==> config.mk <==
export PLATFORM = sky130hd
export DESIGN_NAME = rgb_color_classifier_vote
export DESIGN_NICKNAME = d
export VERILOG_FILES = /design/src/hdl/rccv_pkg.sv /design/src/hdl/rgb_color_classifier_vote.sv /design/src/hdl/rccv_classify.sv /design/src/hdl/rccv_vote.sv
export SDC_FILE = /design/constraint.sdc
export NUM_CORES = 2
export LEC_CHECK = 0
export ABC_AREA = 1
export BUFFER_PORTS_ARGS = -buffer_cell sky130_fd_sc_hd__buf_2
export CAP_MARGIN = 0
export CELL_PAD_IN_SITES_DETAIL_PLACEMENT = 1
export CELL_PAD_IN_SITES_GLOBAL_PLACEMENT = 1
export CORE_ASPECT_RATIO = 2
export CORE_MARGIN = 2
export CORE_UTILIZATION = 43
export DETAILED_ROUTE_END_ITERATION = 10
export GPL_ROUTABILITY_DRIVEN = 0
export PLACE_DENSITY_LB_ADDON = 0.25
export SLEW_MARGIN = 0
export SYNTH_ARGS = -nofsm -noshare
export SYNTH_HDL_FRONTEND = slang
export SYNTH_SLANG_ARGS = --single-unit
==> constraint.sdc <==
create_clock -name clock -period 8.9 [get_ports clock]
set_clock_uncertainty 0.1 [all_clocks]
set_input_delay 0.89 -clock clock [delete_from_list [all_inputs] [get_ports clock]]
set_output_delay 0.89 -clock clock [all_outputs]
set_load 0.1 [all_outputs]
==> src/hdl/rccv_pkg.sv <==
`timescale 1ns / 1ps

package rccv_pkg;

   // Widths fixed by the register map and the result fields.
   localparam int LIMIT_W    = 18;
   localparam int MARGIN_W   = 16;
   localparam int COUNT_W    = 4;
   localparam int CSR_DATA_W = 18;
   localparam int CSR_INDEX_W = 3;
   localparam int RSP_DATA_W = 8;

   // Register values after reset.
   localparam logic [LIMIT_W-1:0]  RST_NO_OBJECT_LIMIT = 18'd3000;
   localparam logic [LIMIT_W-1:0]  RST_ERROR_LIMIT     = 18'd100;
   localparam logic [MARGIN_W-1:0] RST_GRAY_LIMIT      = 16'd8;
   localparam logic [MARGIN_W-1:0] RST_COLOR_MARGIN    = 16'd15;
   localparam logic [MARGIN_W-1:0] RST_GREEN_MARGIN    = 16'd10;
   localparam logic [MARGIN_W-1:0] RST_RATIO_GATE      = 16'd20;
   localparam logic [COUNT_W-1:0]  RST_READINGS        = 4'd10;
   localparam logic [COUNT_W-1:0]  RST_MIN_VOTES       = 4'd3;

   typedef enum logic [2:0] {
      CLS_RED     = 3'd0,
      CLS_GREEN   = 3'd1,
      CLS_BLUE    = 3'd2,
      CLS_GRAY    = 3'd3,
      CLS_NOOBJ   = 3'd4,
      CLS_ERROR   = 3'd5,
      CLS_UNKNOWN = 3'd6
   } class_type;

   typedef enum logic [1:0] {
      FIN_RED     = 2'd0,
      FIN_GREEN   = 2'd1,
      FIN_BLUE    = 2'd2,
      FIN_UNKNOWN = 2'd3
   } final_type;

   typedef enum logic [CSR_INDEX_W-1:0] {
      REG_NO_OBJECT_LIMIT = 3'd0,
      REG_ERROR_LIMIT     = 3'd1,
      REG_GRAY_LIMIT      = 3'd2,
      REG_COLOR_MARGIN    = 3'd3,
      REG_GREEN_MARGIN    = 3'd4,
      REG_RATIO_GATE      = 3'd5,
      REG_READINGS        = 3'd6,
      REG_MIN_VOTES       = 3'd7
   } csr_index_type;

   typedef struct packed {
      logic [LIMIT_W-1:0]  no_object_limit;
      logic [LIMIT_W-1:0]  error_limit;
      logic [MARGIN_W-1:0] gray_limit;
      logic [MARGIN_W-1:0] color_margin;
      logic [MARGIN_W-1:0] green_margin;
      logic [MARGIN_W-1:0] ratio_gate;
      logic [COUNT_W-1:0]  readings_per_decision;
      logic [COUNT_W-1:0]  min_votes;
   } cfg_type;

   typedef struct packed {
      logic      last;
      final_type final_color;
   } decision_type;

endpackage

==> src/hdl/rgb_color_classifier_vote.sv <==
`timescale 1ns / 1ps

// RGB color classifier with majority vote.
//
// The req_ channel carries one reading per transfer: the red, green and blue
// low-pulse periods. Each reading is classified on its own (red, green, blue,
// white/gray, no object, sensor error or unknown) and every reading yields
// exactly one transfer on the rsp_ channel. Red, green and blue readings are
// counted as votes; the last reading of a voting round raises rsp_tlast and
// carries the winning color, after which the vote counters clear.
// The csr_ port writes the threshold registers with no wait.
//
// A reading is captured in the input register, then classified and voted in
// a single combinational pass into the result register.
// Throughput is one reading per clock unless the receiver stalls; the input and
// result registers let a new reading enter while the previous result waits.
// When the receiver holds rsp_tready low, the result register holds, then
// the input register fills, and only then does req_tready drop.
// Synchronous reset empties both registers, clears the vote counters and
// loads every threshold register with its default value.

module rgb_color_classifier_vote #(
   parameter int PERIOD_BITS = 16
) (
   input  logic                               clock,
   input  logic                               reset,
   input  logic                               req_tvalid,
   output logic                               req_tready,
   // red_period, green_period, blue_period from bit 0 up, zero padded
   input  logic [((3*PERIOD_BITS+7)/8)*8-1:0] req_tdata,
   output logic                               rsp_tvalid,
   input  logic                               rsp_tready,
   // reading_class, final_color from bit 0 up, zero padded
   output logic [rccv_pkg::RSP_DATA_W-1:0]    rsp_tdata,
   // decision_valid: the last reading of a voting round
   output logic                               rsp_tlast,
   input  logic                               csr_we,
   input  logic [rccv_pkg::CSR_INDEX_W-1:0]   csr_index,
   input  logic [rccv_pkg::CSR_DATA_W-1:0]    csr_wdata
);
   import rccv_pkg::*;

   localparam int P = PERIOD_BITS;

   cfg_type          cfg_ff, cfg_in;
   logic             in_valid_ff, in_valid_in;
   logic             out_valid_ff, out_valid_in;
   logic [P-1:0]     red_ff, green_ff, blue_ff;
   class_type        class_ff, class_now;
   decision_type     decision_ff, decision_now;
   logic             advance;

   // Register writes.
   always_comb begin
      cfg_in = cfg_ff;
      if (csr_we) begin
         unique case (csr_index_type'(csr_index))
            REG_NO_OBJECT_LIMIT: cfg_in.no_object_limit = csr_wdata[LIMIT_W-1:0];
            REG_ERROR_LIMIT:     cfg_in.error_limit     = csr_wdata[LIMIT_W-1:0];
            REG_GRAY_LIMIT:      cfg_in.gray_limit      = csr_wdata[MARGIN_W-1:0];
            REG_COLOR_MARGIN:    cfg_in.color_margin    = csr_wdata[MARGIN_W-1:0];
            REG_GREEN_MARGIN:    cfg_in.green_margin    = csr_wdata[MARGIN_W-1:0];
            REG_RATIO_GATE:      cfg_in.ratio_gate      = csr_wdata[MARGIN_W-1:0];
            REG_READINGS:        cfg_in.readings_per_decision = csr_wdata[COUNT_W-1:0];
            REG_MIN_VOTES:       cfg_in.min_votes       = csr_wdata[COUNT_W-1:0];
            default:             cfg_in = cfg_ff;
         endcase
      end
   end

   always_ff @(posedge clock) begin
      if (reset) begin
         cfg_ff.no_object_limit       <= RST_NO_OBJECT_LIMIT;
         cfg_ff.error_limit           <= RST_ERROR_LIMIT;
         cfg_ff.gray_limit            <= RST_GRAY_LIMIT;
         cfg_ff.color_margin          <= RST_COLOR_MARGIN;
         cfg_ff.green_margin          <= RST_GREEN_MARGIN;
         cfg_ff.ratio_gate            <= RST_RATIO_GATE;
         cfg_ff.readings_per_decision <= RST_READINGS;
         cfg_ff.min_votes             <= RST_MIN_VOTES;
      end else begin
         cfg_ff <= cfg_in;
      end
   end

   // The input register moves forward whenever the result register is free
   // or is being emptied in the same cycle.
   always_comb begin
      advance      = in_valid_ff && (!out_valid_ff || rsp_tready);
      req_tready   = !in_valid_ff || advance;
      in_valid_in  = req_tready ? req_tvalid : in_valid_ff;
      out_valid_in = advance ? 1'b1 : (rsp_tready ? 1'b0 : out_valid_ff);
   end

   always_ff @(posedge clock) begin
      if (reset) begin
         in_valid_ff  <= 1'b0;
         out_valid_ff <= 1'b0;
      end else begin
         in_valid_ff  <= in_valid_in;
         out_valid_ff <= out_valid_in;
      end
   end

   always_ff @(posedge clock) begin
      if (req_tvalid && req_tready) begin
         red_ff   <= req_tdata[P-1:0];
         green_ff <= req_tdata[2*P-1:P];
         blue_ff  <= req_tdata[3*P-1:2*P];
      end
      if (advance) begin
         class_ff    <= class_now;
         decision_ff <= decision_now;
      end
   end

   rccv_classify #(
      .PERIOD_BITS(PERIOD_BITS)
   ) u_classify (
      .red_period   (red_ff),
      .green_period (green_ff),
      .blue_period  (blue_ff),
      .cfg          (cfg_ff),
      .reading_class(class_now)
   );

   rccv_vote u_vote (
      .clock                (clock),
      .reset                (reset),
      .step                 (advance),
      .reading_class        (class_now),
      .readings_per_decision(cfg_ff.readings_per_decision),
      .min_votes            (cfg_ff.min_votes),
      .decision             (decision_now)
   );

   assign rsp_tvalid = out_valid_ff;
   assign rsp_tlast  = decision_ff.last;
   assign rsp_tdata  = {3'b000, decision_ff.final_color, class_ff};

   // A held reading keeps its periods until it moves into the result register.
   assert property (@(posedge clock) disable iff (reset)
      in_valid_ff && !advance |=> in_valid_ff && $stable(red_ff) &&
                                  $stable(green_ff) && $stable(blue_ff))
      else $error("held reading lost or changed");

   // Every reading that moves on shows up as a result in the next cycle.
   assert property (@(posedge clock) disable iff (reset)
      advance |=> rsp_tvalid)
      else $error("result missing after a reading moved on");

   // A result that is not taken must not be overwritten.
   assert property (@(posedge clock) disable iff (reset)
      out_valid_ff && !rsp_tready |-> !advance)
      else $error("waiting result overwritten");

endmodule

==> src/hdl/rccv_classify.sv <==
`timescale 1ns / 1ps

module rccv_classify #(
   parameter int PERIOD_BITS = 16
) (
   input  logic [PERIOD_BITS-1:0] red_period,
   input  logic [PERIOD_BITS-1:0] green_period,
   input  logic [PERIOD_BITS-1:0] blue_period,
   input  rccv_pkg::cfg_type      cfg,
   output rccv_pkg::class_type    reading_class
);
   import rccv_pkg::*;

   localparam int P       = PERIOD_BITS;
   localparam int SUM_W   = P + 2;
   localparam int LCMP_W  = (SUM_W > LIMIT_W) ? SUM_W : LIMIT_W;
   localparam int DCMP_W  = (P > MARGIN_W) ? P : MARGIN_W;
   localparam int MUL_W   = P + 4;
   localparam int GAP_W   = P + 5;
   localparam int ADV_W   = P + 7;

   logic [SUM_W-1:0] sum;
   logic [P-1:0]     r, g, b;
   logic [P-1:0]     rg, rb, gb, max_diff;
   logic [MUL_W-1:0] r10, g10, b10, r9, b9, r8, g8, b8;
   logic [ADV_W-1:0] rb_sum20, g42;
   logic [GAP_W-1:0] rg20, rb20, gb20, sum_gap;
   logic             g_min, g_strict, r_strict, b_strict;
   logic             green_a, green_b, red_ok, blue_ok, ratio_on;
   logic             is_noobj, is_error, is_gray;

   always_comb begin
      r = red_period;
      g = green_period;
      b = blue_period;
      sum = SUM_W'(r) + SUM_W'(g) + SUM_W'(b);
      rg = (r > g) ? r - g : g - r;
      rb = (r > b) ? r - b : b - r;
      gb = (g > b) ? g - b : b - g;
      max_diff = (rg > rb) ? rg : rb;
      if (gb > max_diff) begin
         max_diff = gb;
      end

      // Scaled periods for the 0.9 and 0.8 tests, cross-multiplied by ten.
      r10 = MUL_W'(r) * MUL_W'(10);
      g10 = MUL_W'(g) * MUL_W'(10);
      b10 = MUL_W'(b) * MUL_W'(10);
      r9  = MUL_W'(r) * MUL_W'(9);
      b9  = MUL_W'(b) * MUL_W'(9);
      r8  = MUL_W'(r) << 3;
      g8  = MUL_W'(g) << 3;
      b8  = MUL_W'(b) << 3;
      // Green advantage of 1.05: 20 * (r + b) against 42 * g.
      rb_sum20 = (ADV_W'(r) + ADV_W'(b)) * ADV_W'(20);
      g42      = ADV_W'(g) * ADV_W'(42);
      // Share-of-sum tests: each gap times 20 against the sum.
      rg20    = GAP_W'(rg) * GAP_W'(20);
      rb20    = GAP_W'(rb) * GAP_W'(20);
      gb20    = GAP_W'(gb) * GAP_W'(20);
      sum_gap = GAP_W'(sum);

      g_min    = (g <= r) && (g <= b);
      g_strict = (g < r) && (g < b);
      r_strict = (r < g) && (r < b);
      b_strict = (b < r) && (b < g);

      is_noobj = LCMP_W'(sum) > LCMP_W'(cfg.no_object_limit);
      is_error = LCMP_W'(sum) < LCMP_W'(cfg.error_limit);
      is_gray  = (DCMP_W'(rg) < DCMP_W'(cfg.gray_limit)) &&
                 (DCMP_W'(rb) < DCMP_W'(cfg.gray_limit)) &&
                 (DCMP_W'(gb) < DCMP_W'(cfg.gray_limit));

      green_a = g_min &&
                ((DCMP_W'(rg) > DCMP_W'(cfg.green_margin)) ||
                 (DCMP_W'(gb) > DCMP_W'(cfg.green_margin))) &&
                ((g10 < r9) || (g10 < b9));
      green_b = g_strict && (rb_sum20 > g42);
      red_ok  = r_strict &&
                (DCMP_W'(rg) > DCMP_W'(cfg.color_margin)) &&
                (DCMP_W'(rb) > DCMP_W'(cfg.color_margin)) &&
                (r10 < g8) && (r10 < b8);
      blue_ok = b_strict &&
                (DCMP_W'(rb) > DCMP_W'(cfg.color_margin)) &&
                (DCMP_W'(gb) > DCMP_W'(cfg.color_margin)) &&
                (b10 < r8) && (b10 < g8);
      ratio_on = DCMP_W'(max_diff) > DCMP_W'(cfg.ratio_gate);

      if (is_noobj) begin
         reading_class = CLS_NOOBJ;
      end else if (is_error) begin
         reading_class = CLS_ERROR;
      end else if (is_gray) begin
         reading_class = CLS_GRAY;
      end else if (green_a || green_b) begin
         reading_class = CLS_GREEN;
      end else if (red_ok) begin
         reading_class = CLS_RED;
      end else if (blue_ok) begin
         reading_class = CLS_BLUE;
      end else if (ratio_on && g_strict && (rg20 > sum_gap) && (gb20 > sum_gap)) begin
         reading_class = CLS_GREEN;
      end else if (ratio_on && r_strict && (rg20 > sum_gap) && (rb20 > sum_gap)) begin
         reading_class = CLS_RED;
      end else if (ratio_on && b_strict && (rb20 > sum_gap) && (gb20 > sum_gap)) begin
         reading_class = CLS_BLUE;
      end else begin
         reading_class = CLS_UNKNOWN;
      end
   end

endmodule

==> src/hdl/rccv_vote.sv <==
`timescale 1ns / 1ps

module rccv_vote (
   input  logic                           clock,
   input  logic                           reset,
   input  logic                           step,
   input  rccv_pkg::class_type            reading_class,
   input  logic [rccv_pkg::COUNT_W-1:0]   readings_per_decision,
   input  logic [rccv_pkg::COUNT_W-1:0]   min_votes,
   output rccv_pkg::decision_type         decision
);
   import rccv_pkg::*;

   localparam int TALLY_W = COUNT_W + 2;

   logic [COUNT_W-1:0] count_ff, count_in, count_inc;
   logic [COUNT_W-1:0] red_ff, red_in, red_inc;
   logic [COUNT_W-1:0] green_ff, green_in, green_inc;
   logic [COUNT_W-1:0] blue_ff, blue_in, blue_inc;
   logic [COUNT_W-1:0] round_len;
   logic               done;

   always_comb begin
      red_inc   = red_ff   + COUNT_W'(reading_class == CLS_RED);
      green_inc = green_ff + COUNT_W'(reading_class == CLS_GREEN);
      blue_inc  = blue_ff  + COUNT_W'(reading_class == CLS_BLUE);
      count_inc = count_ff + COUNT_W'(1);
      // A round length of zero behaves as one reading.
      round_len = (readings_per_decision == '0) ? COUNT_W'(1) : readings_per_decision;
      done      = count_inc >= round_len;

      decision.last        = done;
      decision.final_color = FIN_UNKNOWN;
      if (done) begin
         if (red_inc >= green_inc && red_inc >= blue_inc && red_inc >= min_votes) begin
            decision.final_color = FIN_RED;
         end else if (green_inc >= red_inc && green_inc >= blue_inc &&
                      green_inc >= min_votes) begin
            decision.final_color = FIN_GREEN;
         end else if (blue_inc >= red_inc && blue_inc >= green_inc &&
                      blue_inc >= min_votes) begin
            decision.final_color = FIN_BLUE;
         end
      end

      count_in = count_ff;
      red_in   = red_ff;
      green_in = green_ff;
      blue_in  = blue_ff;
      if (step) begin
         count_in = done ? '0 : count_inc;
         red_in   = done ? '0 : red_inc;
         green_in = done ? '0 : green_inc;
         blue_in  = done ? '0 : blue_inc;
      end
   end

   always_ff @(posedge clock) begin
      if (reset) begin
         count_ff <= '0;
         red_ff   <= '0;
         green_ff <= '0;
         blue_ff  <= '0;
      end else begin
         count_ff <= count_in;
         red_ff   <= red_in;
         green_ff <= green_in;
         blue_ff  <= blue_in;
      end
   end

   // Votes are only cast together with a reading, so they never outnumber it.
   assert property (@(posedge clock) disable iff (reset)
      (TALLY_W'(red_ff) + TALLY_W'(green_ff) + TALLY_W'(blue_ff)) <= TALLY_W'(count_ff))
      else $error("vote total exceeds the reading count");

   assert property (@(posedge clock) disable iff (reset)
      step && decision.last |=> (count_ff == '0) && (red_ff == '0) &&
                                (green_ff == '0) && (blue_ff == '0))
      else $error("counters not cleared after a decision");

   assert property (@(posedge clock) disable iff (reset)
      !step |=> $stable(count_ff) && $stable(red_ff) && $stable(green_ff) && $stable(blue_ff))
      else $error("vote state changed without a reading");

   assert property (@(posedge clock)
      reset |=> (count_ff == '0) && (red_ff == '0))
      else $error("vote state not cleared by reset");

endmodule

After elaboration in Yosys (flattened, before gate mapping). Index checks and enable logic that the tools add are counted.

Bits in registers: 180. Word-level logic and storage cells: 173.

Add/sub/neg operators: 13. Multiply operators: 10. $lt $le $gt $ge: 44. Equal/unequal tests: 9. Multiplexer cells: 24. Reduce and logical (&&, ||, !) cells: 53.

Operators by type and width (count): $gt A16 B16 Y1 (11); $lt A16 B16 Y1 (9); $mul A16 B3 Y19 const B (6); $sub A16 B16 Y16 (6); $lt A20 B19 Y1 (4); $mux W16 (5); $gt A21 B18 Y1 (3); $ge A4 B4 Y1 (10); $lt A20 B20 Y1 (2); $mul A16 B4 Y20 const B (2); $add A16 B16 Y17 (2); $logic_and A1 B1 Y1 (34); $le A16 B16 Y1 (2); $mux W3 (9); $gt A23 B22 Y1 (1); $mul A23 B3 Y21 const B (1); $mul A16 B5 Y21 const B (1); $mux W4 (5); $add A18 B16 Y18 (1); $gt A18 B18 Y1 (1); $lt A18 B18 Y1 (1); $reduce_and A2 Y1 (8); $add A4 B1 Y4 (3); $eq A3 B3 Y1 const B (4); other kinds (10) (22).

Depth between registers and ports, before layout.
Word-level depth: 27. Gate-level depth with buffers: 70.

Hierarchy. From an unflattened synthesis, not the netlist that was laid out.

Cell total of the unflattened synthesis: 4457. Area, all modules: 31749.2 um^2.

Modules (own cells, without submodules): rccv_classify (instances 1, cells an instance 3531, area an instance 24009.3 um^2, seq. area each 0.0 um^2); rgb_color_classifier_vote (instances 1, cells an instance 670, area an instance 5983.2 um^2, seq. area each 3823.7 um^2); rccv_vote (instances 1, cells an instance 256, area an instance 1756.7 um^2, seq. area each 320.3 um^2).

Worst setup path before layout. No wires, ideal clock.

Kind: reg2reg. Start: register green_ff[1]. End: register decision_ff (netlist bit rsp_tdata[3]), data pin. Arrival time: 8.250 ns. Required time: 8.544 ns. Setup slack: 0.295 ns. Stages on the path, launching flop included: 60. Buffers on the path: 4. Period minus slack after synthesis: 8.605 ns. Path through: edfxtp_1 -> inv_1 -> fa_1 -> nand3_1 -> nand3_1 -> nand2_1 -> nand2_1 -> nand2_1 -> nand2_1 -> nand2_1 -> buf_6 -> clkbuf_1 -> nand2_1 -> nand2_1 -> xor2_1 -> inv_1 -> ha_1 -> nand4_1 -> (+24 left out) -> nor2_1 -> nand3_2 -> nand2_1 -> nand2_1 -> a21oi_1 -> nor2_1 -> ha_1 -> ha_1 -> inv_1 -> ha_1 -> inv_1 -> nor2_1 -> o21ai_0 -> nand2_1 -> a221oi_1 -> nand2_1 -> nand2_1 -> nand2_1.

Longest elaborated chain between the ends: 27. Elaborated cells between the ends (all ways): 103. Those cells by class: add/sub: 9; mul: 4; order compare: 36; eq/ne: 2; mux: 16; reduce/logical: 36.

Ends and longest elaborated chain: from (decl) (line rgb_color_classifier_vote.sv:48) `logic [P-1:0] red_ff, green_ff, blue_ff;`; from (signal assigned) (line rgb_color_classifier_vote.sv:108) `green_ff <= req_tdata[2*P-1:P];`; $sub A16 B16 Y16 / $gt A16 B16 Y1 (equally long branches) (line rccv_classify.sv:37) `rg = (r > g) ? r - g : g - r;`; $mux W16 (line rccv_classify.sv:37); $gt A16 B16 Y1 (line rccv_classify.sv:40) `max_diff = (rg > rb) ? rg : rb;`; $mux W16 (line rccv_classify.sv:40); $gt A16 B16 Y1 (line rccv_classify.sv:41) `if (gb > max_diff) begin`; $mux W16 (line rccv_classify.sv:41); $gt A16 B16 Y1 (line rccv_classify.sv:87) `ratio_on = DCMP_W'(max_diff) > DCMP_W'(cfg.ratio_gate);`; $logic_and A1 B1 Y1 (3 in a row) (line rccv_classify.sv:105) `end else if (ratio_on && b_strict && (rb20 > sum_gap) && (gb20 > sum_gap)) begin`; (+8 left out); $mux W3 * (line rccv_classify.sv:89) `if (is_noobj) begin`; $eq A3 B2 Y1, or another cell as far along (line rccv_vote.sv:26) `blue_inc = blue_ff + COUNT_W'(reading_class == CLS_BLUE);`; $add A4 B1 Y4, on equally long branches (line rccv_vote.sv:26, rccv_vote.sv:24, rccv_vote.sv:25); $ge A4 B4 Y1 (line rccv_vote.sv:40) `end else if (blue_inc >= red_inc && blue_inc >= green_inc &&`; $logic_and A1 B1 Y1 (2 in a row) (line rccv_vote.sv:40); $mux W1 (line rccv_vote.sv:40); $mux W2 (line rccv_vote.sv:37) `end else if (green_inc >= red_inc && green_inc >= blue_inc &&`; $mux W2 * (line rccv_vote.sv:35) `if (red_inc >= green_inc && red_inc >= blue_inc && red_inc >= min_votes) begin`; to (signal assigned) (line rgb_color_classifier_vote.sv:113) `decision_ff <= decision_now;`; to (decl) (line rgb_color_classifier_vote.sv:50) `decision_type decision_ff, decision_now;`.

Mark *: on every way between the ends. The rest lies on a longest branch, timed or not. A chain may end at the register's enable or synchronous reset.

Final worst setup path.
Start: register red_ff[13]. End: register decision_ff (netlist bit rsp_tdata[3]), data pin.

Longest elaborated chain between the ends: 27. Elaborated cells between the ends (all ways): 103. Those cells by class: add/sub: 10; mul: 5; order compare: 34; eq/ne: 2; mux: 16; reduce/logical: 36.

Ends and longest elaborated chain: from (decl) (line rgb_color_classifier_vote.sv:48); from (signal assigned) (line rgb_color_classifier_vote.sv:107) `red_ff <= req_tdata[P-1:0];`; $sub A16 B16 Y16, or another cell as far along (line rccv_classify.sv:37); $mux W16, on equally long branches (line rccv_classify.sv:37, rccv_classify.sv:38); $gt A16 B16 Y1 (line rccv_classify.sv:40); $mux W16 (line rccv_classify.sv:40); $gt A16 B16 Y1 (line rccv_classify.sv:41); $mux W16 (line rccv_classify.sv:41); $gt A16 B16 Y1 (line rccv_classify.sv:87); $logic_and A1 B1 Y1 (3 in a row) (line rccv_classify.sv:105); (+8 left out); $mux W3 * (line rccv_classify.sv:89); $eq A3 B2 Y1, or another cell as far along (line rccv_vote.sv:26); $add A4 B1 Y4, on equally long branches (line rccv_vote.sv:26, rccv_vote.sv:24, rccv_vote.sv:25); $ge A4 B4 Y1 (line rccv_vote.sv:40); $logic_and A1 B1 Y1 (2 in a row) (line rccv_vote.sv:40); $mux W1 (line rccv_vote.sv:40); $mux W2 (line rccv_vote.sv:37); $mux W2 * (line rccv_vote.sv:35).

Marks and branches as above.

==> summary.md <==
| Metric | Value |
|---|---|
| Post-synth EDFFs | 54 |
| R2r startpoint | red_ff[13] |
| Row cnt | 141 |
| Mapped Cells | 4463 |
| CTS root buffer | clkbuf_16 |
| Pre-Repair DR Iteration Count | 6 |
| Post-Route WL | 155 mm |
| Crit path launch | red_ff[13] |
| Share of cells above drive strength 1 | 16.3% |
| Worst skew pair latency | 540 ps |
| Total GRT Usage | 40.7% |
| Register area | 4140 sq um |
| Grt met1 use | 31.1% |
| DR iter-0 viols | 1661 |
| Max-slew headroom at the worst pin | 9.23% |
| Total number of vias | 35300 |
| Hold Slack | 363 ps |
| Startpoint types | flop |
| Multi-input gate area | 25400 sq um |
| Sequential cell area fraction in the yosys report | 13.1% |
| Failing checks | negative setup slack |
| Worst-path clk slew | 100 ps |
| Final Slew Violations | 0 |
| Pwr/cell area | 261 nW/um^2 |
| Leakage Power | 20.3 nW |
| Overflow after GRT | 0 |
| M2 GR Usage | 73.2% |
| Starting density of the core | 43.2% |
| Vias in the first global route | 38800 |
| Net count reported at finish | 5945 |
| Fill count | 9577 |
| Status | finished with violations |
| # H-tree levels | 4 |
| Top Ports | 85 |
| WP depth | 54 |
| Yosys cell types | 59 |
| Worst Path Buf+Inv | 12 |
| YS warnings | 0 |
| Worst Path Max Fanout | 8 |
| Main flop type after synthesis | dfxtp_1 |
| R2r endpoint | rsp_tdata[3] |
| Post-synth ARST share | 0% |
| Met3 Track Usage GR | 10.8% |
| Post-DR wirelength/cell | 26.1 um |
| First-pass GRT wire length | 228 mm |
| Die X-Extent | 196 um |
| Detail Route Antenna Nets | 0 |
| Cts bufs inserted | 17 |
| Area delta synth->final | 20.6% |
| Buffers on Ports | 81 |
| Crit-path most repeated cell | nand2_1 |
| Critical-path top delay cell | o21bai_1 |
| Die Area | 76200 sq um |
| FF-to-FF setup slack | -310 ps |
| Core footprint | 73600 sq um |
| Peak VDD IR | 173 uV |
| Post-Syn Area | 31700 sq um |
| Die H | 388 um |
| Final period util | 103% |
| Leading post-synthesis cells by cell area | ha_1, nand2_1, inv_1 |
| Top delay family on crit path | simple AND/OR/NAND/NOR gates |
| Setup crit end | rsp_tdata[3] |
| Largest net degree at the start of global routing | 89 |
| Post-DP HPWL | 127 mm |
| Pre-CTS WS | -563 ps |
| Final WS setup | -309 ps |
| R2R cell count | 54 |
| CP peak stage delay | 810 ps |
| Synth Area per Inst | 7.11 sq um |
| Slew @ Worst Pin | 1350 ps |
| Most common cell in the netlist | nand2_1 |
| Max-cap violations | 0 |
| Final hold viol count | 0 |
| Worst Path Class, Setup | flop to flop |
| Commonest cells post-synth | nand2_1, ha_1, inv_1 |
| Crit path DAT | 9390 ps |
| DRC | 0 |
| Via density | 5.92 |
| #FFs+latches synth | 180 |
| CP endpoint kind | flop |
| Maximum clock rate | 109 MHz |
| Yosys top cell by area | ha_1 |
| Crit path required time | 9080 ps |
| Unrepaired setup endpoints after global routing | true |
| GRT Max-Usage Layer | met2 |
| Clock Path Buffers | 2 |
| CTS tree | built |
| Total Power | 9.99 mW |
| Initial antenna violation count | 11 |
| Yosys top cell area share | 32.5% |
| Final setup fails | 2 |
| Clock sink count | 180 |
| Hold crit path type | flop to flop |
| Period minus WS final | 9210 ps |
[worst min path at each step]
stage	endpoint	cells after the start	start	slack, ps
2_1_floorplan	cfg_ff[100]	2	cfg_ff[100]	340
3_3_place_gp	cfg_ff[79]	2	cfg_ff[79]	350
3_5_place_dp	cfg_ff[104]	2	cfg_ff[104]	360
4_1_cts	cfg_ff[104]	2	cfg_ff[104]	370
5_1_grt	cfg_ff[104]	2	cfg_ff[104]	390
6_report	cfg_ff[87]	2	cfg_ff[87]	360
[registers in the layout, summed over array words and instances (netlist names)]
| signal | cells |
|---|---|
| rsp_tlast | 1 |
| u_vote.count_ff | 4 |
| green_ff | 16 |
| rsp_tdata | 2 |
| rsp_tvalid | 1 |
| u_vote.green_ff | 4 |
| blue_ff | 16 |
| class_ff | 3 |
| u_vote.blue_ff | 4 |
| in_valid_ff | 1 |
| cfg_ff | 108 |
| red_ff | 16 |
| u_vote.red_ff | 4 |
[cell usage in the layout (no fill, tap or decap), types with 42 or more instances in the layout]
cell type / count
nand2_1: 904
ha_1: 801
inv_1: 679
buf_4: 494
a21oi_1: 478
nor2_1: 237
o21ai_0: 199
xor2_1: 173
nand3_1: 146
dfxtp_1: 126
buf_2: 81
edfxtp_1: 54
xnor2_1: 49
nand4_1: 49
nor3_1: 44
o21bai_1: 42
[cells by family (layout without fill, tap and decap cells)]
family / Yosys count / after routing / share of synthesized area [%]
adders and majority gates: 865 / 865 / 35.1
xor gates and xnor gates: 231 / 231 / 6.37
AOI/OAI and AO/OA: 910 / 910 / 16.0
and+or+nand+nor: 1510 / 1510 / 20.2
DFF: 180 / 180 / 13.1
buffers and inverters: 766 / 1320 / 9.37
other: 1 / 6 / 0.0118
[layer usage]
layer  routed length [um]  up-vias
met3                 8890     1032
li1                     -    16000
met5                   67        -
met4                25200       10
met2                77200     1333
met1                43900    16900
[per-stage QoR]
stage          setup TNS (ps)  cell area (sq um)  utilization, %  std cells
2_1_floorplan               0              31800               -       4465
3_3_place_gp             -544              36600            49.8       5884
3_5_place_dp             -979              36600            49.8       5884
4_1_cts                     0              37600            51.1       5927
5_1_grt                 -1340              38300            52.0       5948
6_report                 -495              38300            52.1       5951
[cell type report]
| cell class | instances | area share [%] |
|---|---|---|
| flip-flops and latches | 180 | 10.8 |
| diodes | 3 | 0.0196 |
| clock inverters | 15 | 0.415 |
| multi-input cells | 3519 | 66.4 |
| repair buffers | 590 | 11.3 |
| inverters | 698 | 6.88 |
| clock buffers | 17 | 1.11 |
| well taps | 929 | 3.04 |
[worst min-delay path, cell delays in order, from the launching register on]
cell	delay, ps
dfxtp_1	300
inv_1	60
a21oi_1	50
[power breakdown]
| group | internal (mW) | total, mW | switching [mW] |
|---|---|---|---|
| sequential | 0.886 | 0.910 | 0.0242 |
| combinational | 3.16 | 8.24 | 5.08 |
| clock | 0.377 | 0.832 | 0.454 |
| total | 4.43 | 9.99 | 5.56 |
[repair_timing]
| action | in CTS | in global routing |
|---|---|---|
| endpoints found under the setup margin | 2 | 10 |
| buffers inserted | 11 | 21 |
| endpoints found under the hold margin | 0 | 0 |
| pin swaps | 21 | 48 |
| hold buffers | 0 | 0 |
| gates resized for setup | 81 | 118 |
Note: power is estimated with default switching activity, not from simulation.
